## config.mk

```make
export PLATFORM = sky130hd
export DESIGN_NAME = sample_block_frame_builder
export DESIGN_NICKNAME = d
export VERILOG_FILES = /design/src/hdl/sbfb_pkg.sv /design/src/hdl/sbfb_front.sv /design/src/hdl/sbfb_queue.sv /design/src/hdl/sbfb_back.sv /design/src/hdl/sample_block_frame_builder.sv
export VERILOG_INCLUDE_DIRS = /design/src /design/src/hdl
export SDC_FILE = /design/constraint.sdc
export NUM_CORES = 1
export LEC_CHECK = 0
export BUFFER_PORTS_ARGS = -buffer_cell sky130_fd_sc_hd__buf_2
export CAP_MARGIN = 15
export CORE_ASPECT_RATIO = 1.1
export CORE_MARGIN = 4
export CORE_UTILIZATION = 54
export DETAILED_ROUTE_END_ITERATION = 7
export PLACE_DENSITY = 0.75
export SLEW_MARGIN = 0
export SYNTH_ARGS = -nofsm -noshare
export SYNTH_HDL_FRONTEND = slang
export SYNTH_HIERARCHICAL = 1
export SYNTH_SLANG_ARGS = --single-unit
```

## constraint.sdc

```tcl
create_clock -name clock -period 9.6 [get_ports clock]
set_clock_uncertainty 0.2 [all_clocks]
set_input_delay 1.44 -clock clock [delete_from_list [all_inputs] [get_ports clock]]
set_output_delay 1.44 -clock clock [all_outputs]
set_load 0.01 [all_outputs]
```

## src/hdl/sample_block_frame_builder_assert.svh

```systemverilog
// Assertion macros used by the frame builder back end.
`ifndef SAMPLE_BLOCK_FRAME_BUILDER_ASSERT_SVH
`define SAMPLE_BLOCK_FRAME_BUILDER_ASSERT_SVH

// Condition in the same cycle implies the consequence.
`define SBFB_ASSERT_IMPL(label, clk, rst, ante, cons, msg) \
   label: assert property (@(posedge clk) disable iff (rst) (ante) |-> (cons)) \
      else $error(msg);

// Condition implies the consequence in the next cycle.
`define SBFB_ASSERT_NEXT(label, clk, rst, ante, cons, msg) \
   label: assert property (@(posedge clk) disable iff (rst) (ante) |=> (cons)) \
      else $error(msg);

`endif

```

## src/hdl/sbfb_pkg.sv

```systemverilog
// ----------------------------------------------------------------------------
// sbfb_pkg
// Types, constants and the CRC step shared by the frame builder modules.
// ----------------------------------------------------------------------------
package sbfb_pkg;

   localparam logic [7:0] SYNC0_BYTE   = 8'hA5;
   localparam logic [7:0] SYNC1_BYTE   = 8'h5A;
   localparam logic [7:0] VERSION_BYTE = 8'h01;
   localparam logic [7:0] TYPE_BYTE    = 8'h01;
   localparam logic [7:0] CHANNEL_BYTE = 8'h01;
   localparam logic [7:0] ZERO_BYTE    = 8'h00;
   localparam logic [3:0] HDR_LAST_IDX = 4'd14;
   localparam logic [15:0] CRC_INIT    = 16'hFFFF;
   localparam logic [15:0] CRC_POLY    = 16'h1021;
   localparam logic [11:0] CODE_FULL   = 12'd4095;
   localparam int unsigned NUM_WIDTH   = 28;

   typedef struct packed {
      logic        hdr;
      logic        last;
      logic [15:0] level_mv;
      logic [31:0] sequence_req;
      logic [15:0] rate;
      logic [15:0] npoints;
   } cmd_type;

   function automatic logic [15:0] crc_byte(input logic [15:0] crc, input logic [7:0] b);
      logic [15:0] c;
      c = crc ^ {b, 8'h00};
      for (int k = 0; k < 8; k++) begin
         if (c[15]) c = {c[14:0], 1'b0} ^ CRC_POLY;
         else       c = {c[14:0], 1'b0};
      end
      return c;
   endfunction

endpackage

```

## src/hdl/sbfb_front.sv

```systemverilog
// ----------------------------------------------------------------------------
// sbfb_front
// Accepts samples, tracks the open frame and queues work for the back end.
// ----------------------------------------------------------------------------
module sbfb_front #(
   parameter int BLOCK_POINTS = 256
) (
   input  logic                  clock,
   input  logic                  reset,
   input  logic                  push,
   input  logic                  q_full,
   input  logic [15:0]           req_level_mv,
   input  logic                  req_start_of_block,
   input  logic [31:0]           req_sequence_req,
   input  logic [15:0]           req_rate,
   input  logic [15:0]           req_npoints,
   output logic                  q_push,
   output sbfb_pkg::cmd_type     q_cmd
);

   logic        open_ff, open_in;
   logic [15:0] taken_ff, taken_in;
   logic [15:0] points_ff, points_in;
   logic        accept;
   logic [15:0] clamped;

   assign accept  = push && !q_full;
   assign clamped = (req_npoints > 16'(BLOCK_POINTS)) ? 16'(BLOCK_POINTS)
                                                      : req_npoints;

   always_comb begin
      open_in   = open_ff;
      taken_in  = taken_ff;
      points_in = points_ff;
      q_push    = 1'b0;
      q_cmd.hdr          = req_start_of_block;
      q_cmd.last         = 1'b0;
      q_cmd.level_mv     = req_level_mv;
      q_cmd.sequence_req = req_sequence_req;
      q_cmd.rate         = req_rate;
      q_cmd.npoints      = clamped;
      if (accept) begin
         if (req_start_of_block) begin
            points_in = clamped;
            if (clamped == 16'd0) begin
               open_in  = 1'b0;
               taken_in = 16'd0;
            end else begin
               q_push     = 1'b1;
               taken_in   = 16'd1;
               q_cmd.last = (clamped == 16'd1);
               open_in    = (clamped != 16'd1);
            end
         end else if (open_ff && (taken_ff < points_ff)) begin
            q_push     = 1'b1;
            taken_in   = taken_ff + 16'd1;
            q_cmd.last = (taken_in >= points_ff);
            open_in    = !q_cmd.last;
         end
      end
   end

   always_ff @(posedge clock) begin
      if (reset) begin
         open_ff   <= 1'b0;
         taken_ff  <= 16'd0;
         points_ff <= 16'd0;
      end else begin
         open_ff   <= open_in;
         taken_ff  <= taken_in;
         points_ff <= points_in;
      end
   end

endmodule

```

## src/hdl/sbfb_queue.sv

```systemverilog
// ----------------------------------------------------------------------------
// sbfb_queue
// Two-entry command queue between the front and back ends.
// ----------------------------------------------------------------------------
module sbfb_queue (
   input  logic                  clock,
   input  logic                  reset,
   input  logic                  wr,
   input  sbfb_pkg::cmd_type     wdata,
   input  logic                  rd,
   output sbfb_pkg::cmd_type     rdata,
   output logic                  q_full,
   output logic                  q_empty
);

   sbfb_pkg::cmd_type mem_ff [2];
   logic       wp_ff, rp_ff;
   logic [1:0] cnt_ff;

   assign q_full  = (cnt_ff == 2'd2);
   assign q_empty = (cnt_ff == 2'd0);
   assign rdata   = mem_ff[rp_ff];

   always_ff @(posedge clock) begin
      if (wr) mem_ff[wp_ff] <= wdata;
   end

   always_ff @(posedge clock) begin
      if (reset) begin
         wp_ff  <= 1'b0;
         rp_ff  <= 1'b0;
         cnt_ff <= 2'd0;
      end else begin
         if (wr) wp_ff <= !wp_ff;
         if (rd) rp_ff <= !rp_ff;
         cnt_ff <= cnt_ff + {1'b0, wr} - {1'b0, rd};
      end
   end

endmodule

```

## src/hdl/sbfb_back.sv

```systemverilog
// ----------------------------------------------------------------------------
// sbfb_back
// Emits header, converted sample and CRC words through the output register.
// ----------------------------------------------------------------------------
module sbfb_back (
   input  logic                  clock,
   input  logic                  reset,
   input  logic [15:0]           full_scale_mv,
   input  logic                  q_empty,
   input  sbfb_pkg::cmd_type     q_cmd,
   output logic                  q_pop,
   output logic                  empty,
   input  logic                  pop,
   output logic [7:0]            rsp_frame_byte,
   output logic                  rsp_last_of_frame
);

   typedef enum logic [2:0] {
      IDLE, HDR, DIV, LO, HI, CRCL, CRCH
   } state_type;

   state_type         state_ff;
   sbfb_pkg::cmd_type cmd_ff;
   logic [3:0]        idx_ff;
   logic [4:0]        div_cnt_ff;
   logic [15:0]       rem_ff;
   logic [sbfb_pkg::NUM_WIDTH-1:0] quo_ff;
   logic [15:0]       crc_ff;
   logic              valid_ff;
   logic [7:0]        byte_ff;
   logic              last_ff;

   logic        out_free;
   logic        emit;
   logic [7:0]  emit_byte;
   logic        emit_last;
   logic [7:0]  hdr_byte;
   logic [15:0] conv;
   logic [16:0] trial;
   logic        fits;

   assign out_free          = !valid_ff || pop;
   assign empty             = !valid_ff;
   assign rsp_frame_byte    = byte_ff;
   assign rsp_last_of_frame = last_ff;
   assign q_pop             = (state_ff == IDLE) && !q_empty;

   assign trial = {rem_ff, quo_ff[sbfb_pkg::NUM_WIDTH-1]};
   assign fits  = (trial >= {1'b0, full_scale_mv});

   // A zero full scale and any quotient above 16 bits both saturate.
   assign conv = ((full_scale_mv == 16'd0) || (|quo_ff[sbfb_pkg::NUM_WIDTH-1:16]))
                 ? 16'hFFFF : quo_ff[15:0];

   always_comb begin
      case (idx_ff)
         4'd0:    hdr_byte = sbfb_pkg::SYNC0_BYTE;
         4'd1:    hdr_byte = sbfb_pkg::SYNC1_BYTE;
         4'd2:    hdr_byte = sbfb_pkg::VERSION_BYTE;
         4'd3:    hdr_byte = sbfb_pkg::TYPE_BYTE;
         4'd4:    hdr_byte = cmd_ff.sequence_req[7:0];
         4'd5:    hdr_byte = cmd_ff.sequence_req[15:8];
         4'd6:    hdr_byte = cmd_ff.sequence_req[23:16];
         4'd7:    hdr_byte = cmd_ff.sequence_req[31:24];
         4'd8:    hdr_byte = cmd_ff.rate[7:0];
         4'd9:    hdr_byte = cmd_ff.rate[15:8];
         4'd12:   hdr_byte = sbfb_pkg::CHANNEL_BYTE;
         4'd13:   hdr_byte = cmd_ff.npoints[7:0];
         4'd14:   hdr_byte = cmd_ff.npoints[15:8];
         default: hdr_byte = sbfb_pkg::ZERO_BYTE;
      endcase
   end

   always_comb begin
      emit      = 1'b0;
      emit_byte = hdr_byte;
      emit_last = 1'b0;
      case (state_ff)
         HDR:  emit = out_free;
         LO:   begin emit = out_free; emit_byte = conv[7:0]; end
         HI:   begin emit = out_free; emit_byte = conv[15:8]; end
         CRCL: begin emit = out_free; emit_byte = crc_ff[7:0]; end
         CRCH: begin emit = out_free; emit_byte = crc_ff[15:8]; emit_last = 1'b1; end
         default: emit = 1'b0;
      endcase
   end

   always_ff @(posedge clock) begin
      if (reset) begin
         state_ff <= IDLE;
         valid_ff <= 1'b0;
         crc_ff   <= sbfb_pkg::CRC_INIT;
      end else begin
         if (emit) begin
            valid_ff <= 1'b1;
            byte_ff  <= emit_byte;
            last_ff  <= emit_last;
         end else if (pop) begin
            valid_ff <= 1'b0;
         end
         // The CRC covers header and sample words, not its own two words.
         if (emit && (state_ff == HDR || state_ff == LO || state_ff == HI)) begin
            crc_ff <= sbfb_pkg::crc_byte(crc_ff, emit_byte);
         end
         case (state_ff)
            IDLE: begin
               if (!q_empty) begin
                  cmd_ff     <= q_cmd;
                  idx_ff     <= 4'd0;
                  div_cnt_ff <= 5'(sbfb_pkg::NUM_WIDTH - 1);
                  rem_ff     <= 16'd0;
                  quo_ff     <= q_cmd.level_mv * sbfb_pkg::CODE_FULL;
                  if (q_cmd.hdr) begin
                     crc_ff   <= sbfb_pkg::CRC_INIT;
                     state_ff <= HDR;
                  end else begin
                     state_ff <= DIV;
                  end
               end
            end
            HDR: begin
               if (emit) begin
                  idx_ff <= idx_ff + 4'd1;
                  if (idx_ff == sbfb_pkg::HDR_LAST_IDX) state_ff <= DIV;
               end
            end
            DIV: begin
               // The remainder stays below the divisor, so 16 bits hold it.
               rem_ff     <= fits ? 16'(trial - {1'b0, full_scale_mv}) : trial[15:0];
               quo_ff     <= {quo_ff[sbfb_pkg::NUM_WIDTH-2:0], fits};
               div_cnt_ff <= div_cnt_ff - 5'd1;
               if (div_cnt_ff == 5'd0) state_ff <= LO;
            end
            LO: if (emit) state_ff <= HI;
            HI: if (emit) state_ff <= cmd_ff.last ? CRCL : IDLE;
            CRCL: if (emit) state_ff <= CRCH;
            CRCH: if (emit) state_ff <= IDLE;
            default: state_ff <= IDLE;
         endcase
      end
   end

   `include "sample_block_frame_builder_assert.svh"

   `SBFB_ASSERT_NEXT(a_div_done, clock, reset, state_ff == DIV && div_cnt_ff == 5'd0, state_ff == LO, "divider did not hand over to the low sample word")
   `SBFB_ASSERT_IMPL(a_hdr_idx, clock, reset, state_ff == HDR, idx_ff <= sbfb_pkg::HDR_LAST_IDX, "header index ran past the last header word")
   `SBFB_ASSERT_NEXT(a_crc_init, clock, reset, state_ff == IDLE && !q_empty && q_cmd.hdr, crc_ff == sbfb_pkg::CRC_INIT, "CRC not reinitialized at a new frame")

endmodule

```

## src/hdl/sample_block_frame_builder.sv

```systemverilog
// ----------------------------------------------------------------------------
// sample_block_frame_builder
// Builds framed, CRC-protected byte streams from millivolt samples.
// ----------------------------------------------------------------------------
// Usage: samples enter through push/full with their req_ fields; a sample with
// req_start_of_block opens a frame of min(req_npoints, BLOCK_POINTS) samples.
// Frame words leave through empty/pop; rsp_last_of_frame marks the final CRC
// word. csr_wr_en writes full_scale_mv; the user must write it only while the
// block idles, as the block itself does not enforce it. The first sample of a
// frame is preceded by 15 header words; every sample runs a 28-bit restoring
// divide (one quotient bit per cycle) before its two output words, and the
// closing sample adds two CRC words.
// A two-entry command queue lets the front accept while the back end works.
// When pop is held low the output register holds its word and the back end,
// then the queue, and finally full stall in turn; nothing is lost.
// Reset clears the frame tracking, the queue and the output register, and
// loads full_scale_mv with 3300.
// ----------------------------------------------------------------------------
module sample_block_frame_builder #(
   parameter int BLOCK_POINTS = 256
) (
   input  logic        clock,
   input  logic        reset,
   input  logic        push,
   output logic        full,
   input  logic [15:0] req_level_mv,
   input  logic        req_start_of_block,
   input  logic [31:0] req_sequence_req,
   input  logic [15:0] req_rate,
   input  logic [15:0] req_npoints,
   output logic        empty,
   input  logic        pop,
   output logic [7:0]  rsp_frame_byte,
   output logic        rsp_last_of_frame,
   input  logic        csr_wr_en,
   input  logic [15:0] csr_wr_data
);

   logic [15:0]       full_scale_ff;
   logic              q_push, q_pop, q_full, q_empty;
   sbfb_pkg::cmd_type w_cmd, r_cmd;

   assign full = q_full;

   always_ff @(posedge clock) begin
      if (reset) full_scale_ff <= 16'd3300;
      else if (csr_wr_en) full_scale_ff <= csr_wr_data;
   end

   sbfb_front #(.BLOCK_POINTS(BLOCK_POINTS)) u_front (
      .clock, .reset, .push, .q_full,
      .req_level_mv, .req_start_of_block, .req_sequence_req,
      .req_rate, .req_npoints,
      .q_push, .q_cmd(w_cmd)
   );

   sbfb_queue u_queue (
      .clock, .reset, .wr(q_push), .wdata(w_cmd), .rd(q_pop), .rdata(r_cmd),
      .q_full, .q_empty
   );

   sbfb_back u_back (
      .clock, .reset, .full_scale_mv(full_scale_ff), .q_empty, .q_cmd(r_cmd),
      .q_pop, .empty, .pop, .rsp_frame_byte, .rsp_last_of_frame
   );

endmodule
```

==> results.json <==
{
  "outcome": "completed",
  "worst-path-buf-inv": 4,
  "fmax_mhz": 144,
  "grt_max_degree": 67,
  "drtIter0Drc": 698,
  "vias": 13006,
  "nFillCells": 3109,
  "cp_cell_sequence": "mux2_4, fa_1, fa_1, inv_1, fa_1, inv_1, fa_1, inv_1, fa_1, inv_1, ha_1, o21a_1, o21ai_0, a21oi_1, o211ai_1, a31oi_1, nor4_1, nor4b_1, o21ai_0, a31o_2",
  "track_usage_pct": 19.6,
  "place_inst": 2267,
  "cp.arrival_ns": 7.07,
  "numCtsBuffers": 39,
  "drive_gt1_share_pct": 17.0,
  "vias_per_cell": 5.56,
  "clk_latency_ns": 0.56,
  "cp.depth": 20,
  "grt_antenna_before_repair": 0,
  "grt_pass1_vias": 13324,
  "end_kind": "flip-flop",
  "setup_slack_ns": 2.64,
  "slew_headroom_pct": 34.6,
  "core_sq_um": 39200,
  "path_clk_slew_ns": 0.06,
  "pre_cts_ws_ns": 2.66,
  "cts_root_buffer": "clkbuf_16",
  "rsz0062_at_grt": "no",
  "cts.sinks": 365,
  "worst_slew_pin_slew_ns": 0.980,
  "ant_nets": 0,
  "synthSimpleGateAreaFrac_pct": 8.50,
  "fin_crit_ns": 6.96,
  "synth-adder-area-share_pct": 15.8,
  "die_area_sq_um": 42900,
  "cts_tree": "built",
  "hpwl_um": 30600,
  "rows": 76,
  "grt_pass1_wl_um": 68200,
  "crit_top_cell": "fa_1",
  "ff_latch_area_sq_um": 10200,
  "nets": 2116,
  "worstPathMaxFanout": 53,
  "die_h_um": 217,
  "min_path_cells": 2,
  "ios": 113,
  "portBuffers": 112,
  "yosysWarnings": 6,
  "area_delta_synth_final_pct": 8.15,
  "tns_ns": 0,
  "hold_violations": 0,
  "synth-main-ff-cell": "edfxtp_1",
  "routedWlPerCell_um": 17.9,
  "place_congestion": 0.878,
  "hold_class": "reg2reg",
  "worst-setup-path-type": "reg2reg",
  "ys_async_sr_fraction_pct": 0,
  "muxShareOfSynthArea_pct": 6.66,
  "synth-edff-count": 291,
  "hold_start": "u_front/points_ff[2]",
  "drtPass1Iterations": 6,
  "cts-resized-gates": 0,
  "worstPathRequired_ns": 9.71,
  "synth_top_family_by_area": "adder cells",
  "ys_top_cells_by_count": "edfxtp_1, inv_1, ha_1",
  "post-cts-setup-buffers": 0,
  "synth_top_area_share_pct": 40.8,
  "ys_seq_elements": 365,
  "synth_cell_types": 89,
  "die-width_um": 198,
  "synth_area_leader_cell": "edfxtp_1",
  "synthCells": 1765,
  "stdcell_count": 2340,
  "cts_hold_buf": 0,
  "ys_seq_area_share_pct": 47.7,
  "start_util_pct": 54.6,
  "synth_xor_area_share_pct": 3.66,
  "fin_crit_sh_pct": 72.5,
  "antennaDiodeCount": 0,
  "cp_slowest_stage_delay_ns": 0.99,
  "grt_overflow": 0,
  "synth.area.top_cells": "edfxtp_1, fa_1, dfxtp_1",
  "wl_um": 42000,
  "avgSynthCellArea_sq_um": 12.1,
  "multiInputGateArea_sq_um": 9480,
  "remaining_drc_errors": 0,
  "finalSetupViolations": 0,
  "netlist_area_sq_um": 21400,
  "htreeDepth": 2,
  "path_delay_family": "adder cells",
  "synth.most_common_cell": "edfxtp_1",
  "cp-start-kind": "flip-flop",
  "cp_slowest_cell": "dfxtp_4",
  "synth_compound_area_share_pct": 9.36,
  "maxCapViolations": 0,
  "cts_buffer_depth": 3,
  "r2r.worst_path.cells": 20,
  "slew_viol_final": 0
}
## cells in the final DEF (no fill, tap or decap), drive strengths merged, types with 42 or more instances in the layout
master / synthesis / final
dfxtp: 74 / 74
nand3: 42 / 42
nand2: 104 / 104
mux2: 84 / 84
nor2: 80 / 80
a21oi: 78 / 78
inv: 205 / 206
clkbuf: 27 / 45
edfxtp: 291 / 291
o21ai: 63 / 63
ha: 114 / 114
fa: 98 / 98
buf: 108 / 125
xnor2: 51 / 51
## per-layer routing
layer | track usage, % | wire [um] | part of all wire [%] | vias up
met1 | 24.9 | 17100 | 41 | 6350
met2 | 34.7 | 21700 | 52 | 348
met5 | 0 | 0 | 0 | -
met4 | 5.14 | 897 | 2.1 | 0
met3 | 3.81 | 2300 | 5.5 | 59
li1 | - | - | - | 6249
## layout make-up
cell class                 count  share of cell area (%)
inverter                     206                    3.34
multi-input combinational   1065                    40.9
sequential                   365                    44.2
timing repair buffer         125                    2.83
clock buffer                  45                    4.36
clock inverter                27                    1.64
tap                          507                    2.74
## path summary, 6_finish.rpt
kind                          end  slack (ns)
max reg2reg     u_back/quo_ff[26]        2.64
max             u_back/quo_ff[26]        2.64
min          u_front/points_ff[2]        0.26
min reg2reg  u_front/points_ff[2]        0.26
## logic make-up (layout without fill, tap and decap cells)
kind of cell | after synthesis | after routing
other cells | 1 | 7
fa+ha+maj | 212 | 212
flops | 365 | 365
xor+xnor | 79 | 79
simple gates | 362 | 362
compound gates | 303 | 303
mux | 102 | 102
buf+inv | 341 | 403
## tightest hold or removal path, cell delays in order, from the launching register on
cell and delay [ns]:
dfxtp_1 0.31, nand2_1 0.05, a21oi_1 0.05
## flip-flops by register name, indices dropped and copies added (netlist names), 8 cells and up, named ones only
| register | flops |
|---|---|
| u_front/taken_ff | 16 |
| u_back/crc_ff | 16 |
| u_back/rem_ff | 16 |
| u_back/cmd_ff | 65 |
| full_scale_ff | 16 |
| u_back/quo_ff | 28 |
| u_queue/mem_ff | 164 |
| u_front/points_ff | 16 |
| u_back/rsp_frame_byte | 8 |
## stage by stage
step                      utilization, %  instance area, sq um  hold slack [ns]
final                               59.1                 23200            0.260
after CTS                           59.1                 23100            0.259
after global placement              55.5                 21800            0.249
after global routing                59.1                 23200            0.287
after detailed placement            55.5                 21800            0.250
after floorplan                        -                 21400            0.236
Power is not shown: default switching activity piles up to over one toggle a cycle in this logic, so the estimate is an artifact.
